===== src/sv/grrp_pkg.sv =====
`timescale 1ns / 1ps
// Shared types and constants for the grid round-robin poller.
// No dependencies; imported by every module of the block.
package grrp_pkg;

	typedef enum logic [2:0] {
		OP_POLL     = 3'd0,
		OP_REPLY    = 3'd1,
		OP_ANNOUNCE = 3'd2,
		OP_RELEASE  = 3'd3,
		OP_RUN      = 3'd4,
		OP_IDLE     = 3'd5
	} op_t;

	typedef enum logic {
		KIND_TRACK  = 1'b0,
		KIND_NOTICE = 1'b1
	} kind_t;

	localparam logic [7:0] SWEEP_LIMIT_RESET = 8'd5;
	localparam int         S_TDATA_W         = 32;
	localparam int         M_TDATA_W         = 16;

	// One event as it sits in the input register.
	typedef struct packed {
		logic [2:0] op;
		logic [7:0] reply_count;
		logic [7:0] grid_cols;
		logic [7:0] grid_rows;
	} item_t;

	// One result on its way to the output buffer.
	typedef struct packed {
		kind_t      kind;
		logic [7:0] col;
		logic [7:0] row;
	} res_t;

endpackage


===== src/sv/grrp_in_stage.sv =====
`timescale 1ns / 1ps
// Input register stage: unpacks the slave-side transfer into an event item.
// Depends on grrp_pkg.
module grrp_in_stage (
	input  logic                          clk,
	input  logic                          arst_n,
	input  logic                          s_tvalid,
	output logic                          s_tready,
	input  logic [grrp_pkg::S_TDATA_W-1:0] s_tdata,
	input  logic                          adv,
	output logic                          valid_s1,
	output grrp_pkg::item_t               item_s1
);
	import grrp_pkg::*;

	logic accept;

	assign s_tready = !valid_s1 || adv;
	assign accept   = s_tvalid && s_tready;

	always_ff @(posedge clk or negedge arst_n) begin
		if (!arst_n) begin
			valid_s1 <= 1'b0;
		end else if (accept) begin
			valid_s1 <= 1'b1;
		end else if (adv) begin
			valid_s1 <= 1'b0;
		end
	end

	always_ff @(posedge clk) begin
		if (accept) begin
			item_s1.op          <= s_tdata[2:0];
			item_s1.reply_count <= s_tdata[10:3];
			item_s1.grid_cols   <= s_tdata[18:11];
			item_s1.grid_rows   <= s_tdata[26:19];
		end
	end

endmodule


===== src/sv/grrp_ctrl.sv =====
`timescale 1ns / 1ps
// Poller state and event decode: one event per cycle while fire is high, at most one result.
// Depends on grrp_pkg.
module grrp_ctrl (
	input  logic            clk,
	input  logic            arst_n,
	input  logic            cfg_we,
	input  logic [7:0]      cfg_data,
	input  logic            fire,
	input  grrp_pkg::item_t item,
	output logic            res_valid,
	output grrp_pkg::res_t  res
);
	import grrp_pkg::*;

	logic [7:0] sweep_lim_q;
	logic       running_q, waiting_q;
	logic [7:0] rx_q, exp_q, cur_col_q, cur_row_q, last_col_q, last_row_q, sweep_q;

	logic       running_d, waiting_d;
	logic [7:0] rx_d, exp_d, cur_col_d, cur_row_d, last_col_d, last_row_d, sweep_d;
	logic       act, notice, step, wait_mid;

	always_comb begin
		running_d  = running_q;
		waiting_d  = waiting_q;
		rx_d       = rx_q;
		exp_d      = exp_q;
		cur_col_d  = cur_col_q;
		cur_row_d  = cur_row_q;
		last_col_d = last_col_q;
		last_row_d = last_row_q;
		sweep_d    = sweep_q;
		res_valid  = 1'b0;
		res        = '{kind: KIND_TRACK, col: 8'd0, row: 8'd0};
		act        = running_q && (rx_q >= exp_q);
		notice     = act && (cur_col_q == 8'd0) && (cur_row_q == 8'd0)
		             && (sweep_q >= sweep_lim_q);
		wait_mid   = notice || waiting_q;
		step       = act && !wait_mid;

		unique case (op_t'(item.op))
			OP_POLL: begin
				if (notice) begin
					sweep_d   = 8'd0;
					waiting_d = 1'b1;
					res_valid = 1'b1;
					res.kind  = KIND_NOTICE;
				end
				if (step) begin
					if (cur_col_q == last_col_q) begin
						cur_col_d = 8'd0;
						if (cur_row_q == last_row_q) begin
							cur_row_d = 8'd0;
							sweep_d   = sweep_q + 8'd1;
						end else begin
							cur_row_d = cur_row_q + 8'd1;
						end
					end else begin
						cur_col_d = cur_col_q + 8'd1;
					end
					exp_d     = 8'd1;
					rx_d      = 8'd0;
					res_valid = 1'b1;
					res       = '{kind: KIND_TRACK, col: cur_col_d, row: cur_row_d};
				end
			end
			OP_REPLY:    rx_d = rx_q + 8'd1;
			OP_ANNOUNCE: begin
				exp_d = item.reply_count + 8'd1;
				rx_d  = 8'd1;
			end
			OP_RELEASE:  waiting_d = 1'b0;
			OP_RUN: begin
				running_d  = 1'b1;
				waiting_d  = 1'b0;
				rx_d       = 8'd0;
				exp_d      = 8'd0;
				last_col_d = item.grid_cols - 8'd1;
				last_row_d = item.grid_rows - 8'd1;
				cur_col_d  = last_col_d;
				cur_row_d  = last_row_d;
			end
			OP_IDLE: begin
				running_d = 1'b0;
				waiting_d = 1'b0;
			end
			default: ;
		endcase

		if (!fire) begin
			res_valid = 1'b0;
		end
	end

	always_ff @(posedge clk or negedge arst_n) begin
		if (!arst_n) begin
			sweep_lim_q <= SWEEP_LIMIT_RESET;
		end else if (cfg_we) begin
			sweep_lim_q <= cfg_data;
		end
	end

	always_ff @(posedge clk or negedge arst_n) begin
		if (!arst_n) begin
			running_q  <= 1'b0;
			waiting_q  <= 1'b0;
			rx_q       <= 8'd0;
			exp_q      <= 8'd0;
			cur_col_q  <= 8'd0;
			cur_row_q  <= 8'd0;
			last_col_q <= 8'd0;
			last_row_q <= 8'd0;
			sweep_q    <= 8'd0;
		end else if (fire) begin
			running_q  <= running_d;
			waiting_q  <= waiting_d;
			rx_q       <= rx_d;
			exp_q      <= exp_d;
			cur_col_q  <= cur_col_d;
			cur_row_q  <= cur_row_d;
			last_col_q <= last_col_d;
			last_row_q <= last_row_d;
			sweep_q    <= sweep_d;
		end
	end

	// Position never runs past the grid corner set by the last run command.
	a_col_in_grid: assert property (@(posedge clk) disable iff (!arst_n)
		cur_col_q <= last_col_q) else $error("column beyond grid");
	a_row_in_grid: assert property (@(posedge clk) disable iff (!arst_n)
		cur_row_q <= last_row_q) else $error("row beyond grid");
	a_notice_waits: assert property (@(posedge clk) disable iff (!arst_n)
		(res_valid && res.kind == KIND_NOTICE) |=> (waiting_q && sweep_q == 8'd0))
		else $error("notice did not park the poller");

endmodule


===== src/sv/grrp_out_buf.sv =====
`timescale 1ns / 1ps
// Two-entry result buffer driving the master-side stream; ready is registered.
// Depends on grrp_pkg.
module grrp_out_buf (
	input  logic                          clk,
	input  logic                          arst_n,
	input  logic                          push,
	input  grrp_pkg::res_t                res,
	output logic                          space,
	output logic                          m_tvalid,
	input  logic                          m_tready,
	output logic [grrp_pkg::M_TDATA_W-1:0] m_tdata,
	output logic                          m_tuser
);
	import grrp_pkg::*;

	res_t       mem_q [2];
	logic       wr_ptr_q, rd_ptr_q;
	logic [1:0] count_q;
	logic       pop;
	res_t       head;

	assign space    = (count_q != 2'd2);
	assign m_tvalid = (count_q != 2'd0);
	assign pop      = m_tvalid && m_tready;
	assign head     = mem_q[rd_ptr_q];
	assign m_tdata  = {head.row, head.col};
	assign m_tuser  = head.kind;

	always_ff @(posedge clk) begin
		if (push) begin
			mem_q[wr_ptr_q] <= res;
		end
	end

	always_ff @(posedge clk or negedge arst_n) begin
		if (!arst_n) begin
			wr_ptr_q <= 1'b0;
			rd_ptr_q <= 1'b0;
			count_q  <= 2'd0;
		end else begin
			if (push) begin
				wr_ptr_q <= !wr_ptr_q;
			end
			if (pop) begin
				rd_ptr_q <= !rd_ptr_q;
			end
			count_q <= count_q + {1'b0, push} - {1'b0, pop};
		end
	end

	a_no_overflow: assert property (@(posedge clk) disable iff (!arst_n)
		push |-> space) else $error("result pushed into full buffer");

endmodule


===== src/sv/grid_round_robin_poller.sv =====
`timescale 1ns / 1ps
// Top level of the grid round-robin poller.
// Depends on grrp_pkg, grrp_in_stage, grrp_ctrl and grrp_out_buf.
//
// The poller walks a grid of modules in raster order (column first, then row,
// each wrapping) and takes one event per slave-side transfer: poll pass,
// tracking reply, reply-count announce, host release, run (carrying the grid
// size) or idle. A poll pass acts once all expected replies are in: at the
// origin, after sweep_limit full sweeps, it emits a host notice (tuser = 1)
// and parks until released; otherwise it steps to the next module and emits a
// tracking request (tuser = 0) with its column and row. Op codes 6 and 7 are
// dropped. The block sustains one transfer per clock while the output buffer
// has room; an event is registered on entry, decoded combinationally, and its
// result is written into a two-entry output buffer that drives the master
// side. The input stalls only while that buffer is full. Write sweep_limit
// (reset value 5) only while the block is quiet.
module grid_round_robin_poller (
	input  logic        clk,
	input  logic        arst_n,
	// configuration: sweep_limit
	input  logic        cfg_we,
	input  logic [7:0]  cfg_data,
	// event stream
	input  logic        s_tvalid,
	output logic        s_tready,
	input  logic [31:0] s_tdata,  // [2:0] op, [10:3] reply_count,
	                              // [18:11] grid_cols, [26:19] grid_rows
	// result stream
	output logic        m_tvalid,
	input  logic        m_tready,
	output logic [15:0] m_tdata,  // [7:0] col, [15:8] row
	output logic        m_tuser   // [0] kind
);
	import grrp_pkg::*;

	logic  valid_s1;
	item_t item_s1;
	logic  adv;
	logic  space;
	logic  res_valid;
	res_t  res;

	// Advance the held event whenever the output buffer has room; the buffer
	// status is registered, so no combinational path runs from m_tready back
	// to s_tready.
	assign adv = valid_s1 && space;

	grrp_in_stage u_in (
		.clk      (clk),
		.arst_n   (arst_n),
		.s_tvalid (s_tvalid),
		.s_tready (s_tready),
		.s_tdata  (s_tdata),
		.adv      (adv),
		.valid_s1 (valid_s1),
		.item_s1  (item_s1)
	);

	// Decode the event, update the poller state and form at most one result.
	grrp_ctrl u_ctrl (
		.clk       (clk),
		.arst_n    (arst_n),
		.cfg_we    (cfg_we),
		.cfg_data  (cfg_data),
		.fire      (adv),
		.item      (item_s1),
		.res_valid (res_valid),
		.res       (res)
	);

	// Hold results until the master side takes the transfer.
	grrp_out_buf u_out (
		.clk      (clk),
		.arst_n   (arst_n),
		.push     (res_valid),
		.res      (res),
		.space    (space),
		.m_tvalid (m_tvalid),
		.m_tready (m_tready),
		.m_tdata  (m_tdata),
		.m_tuser  (m_tuser)
	);

endmodule

===== config.mk =====
export PLATFORM = sky130hd
export DESIGN_NAME = grid_round_robin_poller
export DESIGN_NICKNAME = d
export VERILOG_FILES = /design/src/sv/grrp_pkg.sv /design/src/sv/grrp_in_stage.sv /design/src/sv/grrp_ctrl.sv /design/src/sv/grrp_out_buf.sv /design/src/sv/grid_round_robin_poller.sv
export SDC_FILE = /design/constraint.sdc
export NUM_CORES = 1
export LEC_CHECK = 0
export BUFFER_PORTS_ARGS = -buffer_cell sky130_fd_sc_hd__buf_2
export CAP_MARGIN = 20
export CORE_ASPECT_RATIO = 0.8
export CORE_MARGIN = 3
export CORE_UTILIZATION = 36
export CTS_CLUSTER_SIZE = 20
export DETAILED_ROUTE_END_ITERATION = 8
export GPL_ROUTABILITY_DRIVEN = 0
export HOLD_SLACK_MARGIN = 0.05
export PLACE_DENSITY = 0.57
export SYNTH_ARGS = -nofsm -noshare
export SYNTH_HDL_FRONTEND = slang
export SYNTH_SLANG_ARGS = --single-unit

===== constraint.sdc =====
create_clock -name clk -period 3.1 [get_ports clk]
set_input_delay 0.62 -clock clk [delete_from_list [all_inputs] [get_ports clk]]
set_output_delay 0.62 -clock clk [all_outputs]
set_load 0.1 [all_outputs]

==> run_results.csv <==
group,metric,value,unit
outcome,outcome,"finished, final reports clean",
timing,setup_tns,0,ns
critical_path,endpoint_kind,"flop",
route,vias_per_cell,5.134,
yosys,syn-num-nets,702,
yosys,ys_ff_latch,132,
die,row_count,44,
timing,rsz0062_at_grt,"no",
layout,area.sequential,3611,um2
yosys,synth_edf_count,61,
power,intPower,4319,uW
yosys,synth_cell_types,64,
layout,multiInputGateArea,2952,um2
layout,layout.nets,773,
critical_path,cp.arrival,3.29,ns
critical_path,worstSetupStartpointType,"flop",
route,wl_per_cell,15.80,um
yosys,avgSynthCellArea,10.83,um2
timing,final.period_utilization,96.13,%
route,ant_nets,0,
layout,syn2layout_area_growth,18.56,%
power,power.switching,2947,uW
timing,tightest_slew,0.7271,ns
timing,skew,0.006577,ns
grt,grt_max_degree,33,
die,ios,64,
route,drc,0,
critical_path,crit_chain,"ha_1, nand2b_1, a2111oi_1, o21ai_0, nor3b_2, or4_4, and2_4, a211o_1",
critical_path,worstSetupPathType,"reg -> reg",
timing,hold_violations,0,
power,switching_share,40.56,%
timing,finalWorstSetupSlack,0.1201,ns
die,initial_core_util,37.11,%
place,place_ws,0.1071,ns
power,leakagePower,0.003293,uW
grt,first_global_vias,4841,
yosys,synthCells,630,
clock_network,cts_tree,"yes",
grt,grt_pass1_wl,25080,um
route,drtIter0Drc,447,
power,p_seq_share,36.5,%
route,wirelength,15260,um
die,coreArea,18390,um2
timing,setup_viol,0,
clock_network,clock-root-buffer,"clkbuf_16",
power,clkPwrFrac,27.8,%
die,dieHeight,129.1,um
critical_path,worstPathRequired,3.41,ns
yosys,syn_area,6824,um2
layout,num-fill-cells,1762,
die,die_area,20650,um2
clock_network,post-cts-setup-buffers,0,
min_path,hold_path_class,"in -> async",
critical_path,crit_slowest_cell,"or4_4",
power,worst_ir_drop_vdd,425.9,uV
critical_path,critPathMaxFanout,8,
clock_network,clock-sinks,132,
timing,maxSlewViolCount,0,
layout,drive_gt1_share,22.30,%
grt,grt_overflow,0,
clock_network,cts-hold-fix-buffers,0,
route,dr.pass1.iters,5,
yosys,synth_seq_area_share,52.92,%
die,dieWidth,159.9,um
timing,clock.fmax,0.3356,GHz
job,max_cap_viol_count,0,
yosys,synth_warnings,0,
timing,finalCriticalPeriod,2.980,ns
yosys,ys.flop_type,"dfrtp_1",
clock_network,clk_pin_slew_worst_paths,0.06,ns
place,hpwl,10980,um
yosys,async_flop_share,53.79,%
clock_network,htree_levels,4,
power,combPwrFrac,35.7,%
power,p_per_area,898.1,nW/um2
clock_network,cts_buffer_depth,2,
critical_path,cpPeakStageDelay,0.58,ns
clock_network,clkLatencyLatePin,0.42,ns
place,port_buffers,58,
grt,grt_antenna_before_repair,0,
clock_network,cts_buffers,17,
grt,grt_usage,15.25,%
route,vias,4959,
timing,max_slew_margin,51.53,%
layout,antenna_cells,0,
==> Yosys cell counts (9+ instances only) <==
cell      instances  area, um2
dfrtp_1          69       1727
edfxtp_1         61       1832
nand2_1          61      229.0
o21ai_0          60      300.3
nor2_1           34      127.6
inv_1            32      120.1
xnor2_1          28      245.2
ha_1             27      337.8
nand3_1          27      135.1
mux2_2           23      259.0
clkbuf_1         20      75.07
xor2_1           19      166.4
a21oi_1          14      70.07
buf_2             9      45.04
==> per-layer routing <==
metal / part of all wire, % / global-route usage (%) / vias to the layer above
met3: 7.5 / 4.442 / 17
li1: - / - / 2425
met2: 39 / 20.76 / 161
met4: 1.1 / 4.388 / 0
met5: 0 / 0 / -
met1: 52 / 23.34 / 2356
==> power by group through the flow <==
stage	logic [uW]	clock network, uW	registers [uW]
3_3_place_gp	2510	0	2660
3_5_place_dp	2570	0	2680
4_1_cts	2590	2060	2650
2_1_floorplan	2230	0	2430
5_1_grt	2810	2140	2710
6_report	2600	2020	2650
==> logic make-up (layout without fill, tap and decap cells) <==
family                   Yosys count  after routing  synth area share [%]
flip-flops                       132            132                 52.92
XOR/XNOR                          47             47                 6.032
AND/OR/NAND/NOR                  198            198                 15.02
buffers and inverters             63            146                 3.850
AO/OA/AOI/OAI                    134            134                 12.56
adder cells (fa/ha/maj)           28             28                 5.097
multiplexers                      28             28                 4.529
==> worst max-delay path: cells and delay by family, from the launching register on <==
family,cells,cell delay [ns]
and+or+nand+nor,4,1.18
DFF,1,0.53
AOI/OAI and AO/OA,3,0.94
adders and majority gates,1,0.21
==> stage by stage <==
stage	utilization (%)	hold slack, ns	total power (uW)	cell area [um2]	cells
after floorplan	-	0.3244	4658	6824	630
after global placement	40.79	0.4710	5176	7501	935
after detailed placement	40.79	0.4723	5245	7501	935
after CTS	43.99	0.2427	7298	8089	966
after global routing	44.00	0.2820	7665	8090	966
final	44.00	0.2305	7266	8090	966
==> final cells by class <==
| cell class | count | share of cell area [%] |
|---|---|---|
| repair buffers | 83 | 6.217 |
| clock inverters | 14 | 2.011 |
| multi-input cells | 435 | 36.48 |
| well taps | 253 | 3.913 |
| flip-flops and latches | 132 | 44.63 |
| inverters | 32 | 1.485 |
| clock buffers | 17 | 5.258 |
==> cells in the final DEF, fill, tap and decap left out, types with 8 or more instances in the layout <==
cell type   n
buf_4      23
dfrtp_1    69
inv_1      32
xnor2_1    28
edfxtp_1   61
nand3_1    27
nand2b_1    8
clkbuf_16  17
ha_1       27
buf_2      58
o22ai_1     8
a21oi_1    14
and3_1      8
mux2_2     23
xor2_1     19
o21ai_0    60
o32a_1      8
nor3_1      8
nor2_1     34
nand2_1    61
==> worst paths after layout <==
kind	start	endpoint	slack, ns	depth (start not counted)
max	u_ctrl.sweep_lim_q[0]$_DFFE_PN1P_	u_ctrl.sweep_q[3]$_DFFE_PN0P_	0.12	8
min	arst_n	u_ctrl.sweep_lim_q[1]$_DFFE_PN0P_	0.23	1
max reg2reg	u_ctrl.sweep_lim_q[0]$_DFFE_PN1P_	u_ctrl.sweep_q[3]$_DFFE_PN0P_	0.12	8
min reg2reg	u_out.wr_ptr_q$_DFFE_PN0N_	u_out.wr_ptr_q$_DFFE_PN0N_	0.48	1
max in group asynchronous	arst_n	u_ctrl.last_col_q[0]$_DFFE_PN0P_	2.07	2
min in group clk	s_tdata[20]	u_in.item_s1[1]$_DFFE_PP_	0.37	1
==> what timing repair did <==
| action | CTS | global route |
|---|---|---|
| endpoints found under the hold margin | 0 | 0 |
| resized for setup | 0 | 1 |
| endpoints found under the setup margin | 0 | 1 |
==> sequential cells by signal (all words and copies together) (netlist names) <==
register / cells
u_ctrl.rx_q: 8
u_out.rd_ptr_q: 1
u_ctrl.last_row_q: 8
u_in.valid_s1: 1
u_ctrl.waiting_q: 1
u_out.mem_q: 34
u_ctrl.sweep_lim_q: 8
u_in.item_s1: 27
u_ctrl.exp_q: 8
u_ctrl.cur_row_q: 8
u_ctrl.cur_col_q: 8
u_out.wr_ptr_q: 1
u_ctrl.running_q: 1
u_ctrl.sweep_q: 8
u_ctrl.last_col_q: 8
u_out.count_q: 2
Power figures use the tool's default switching activity.
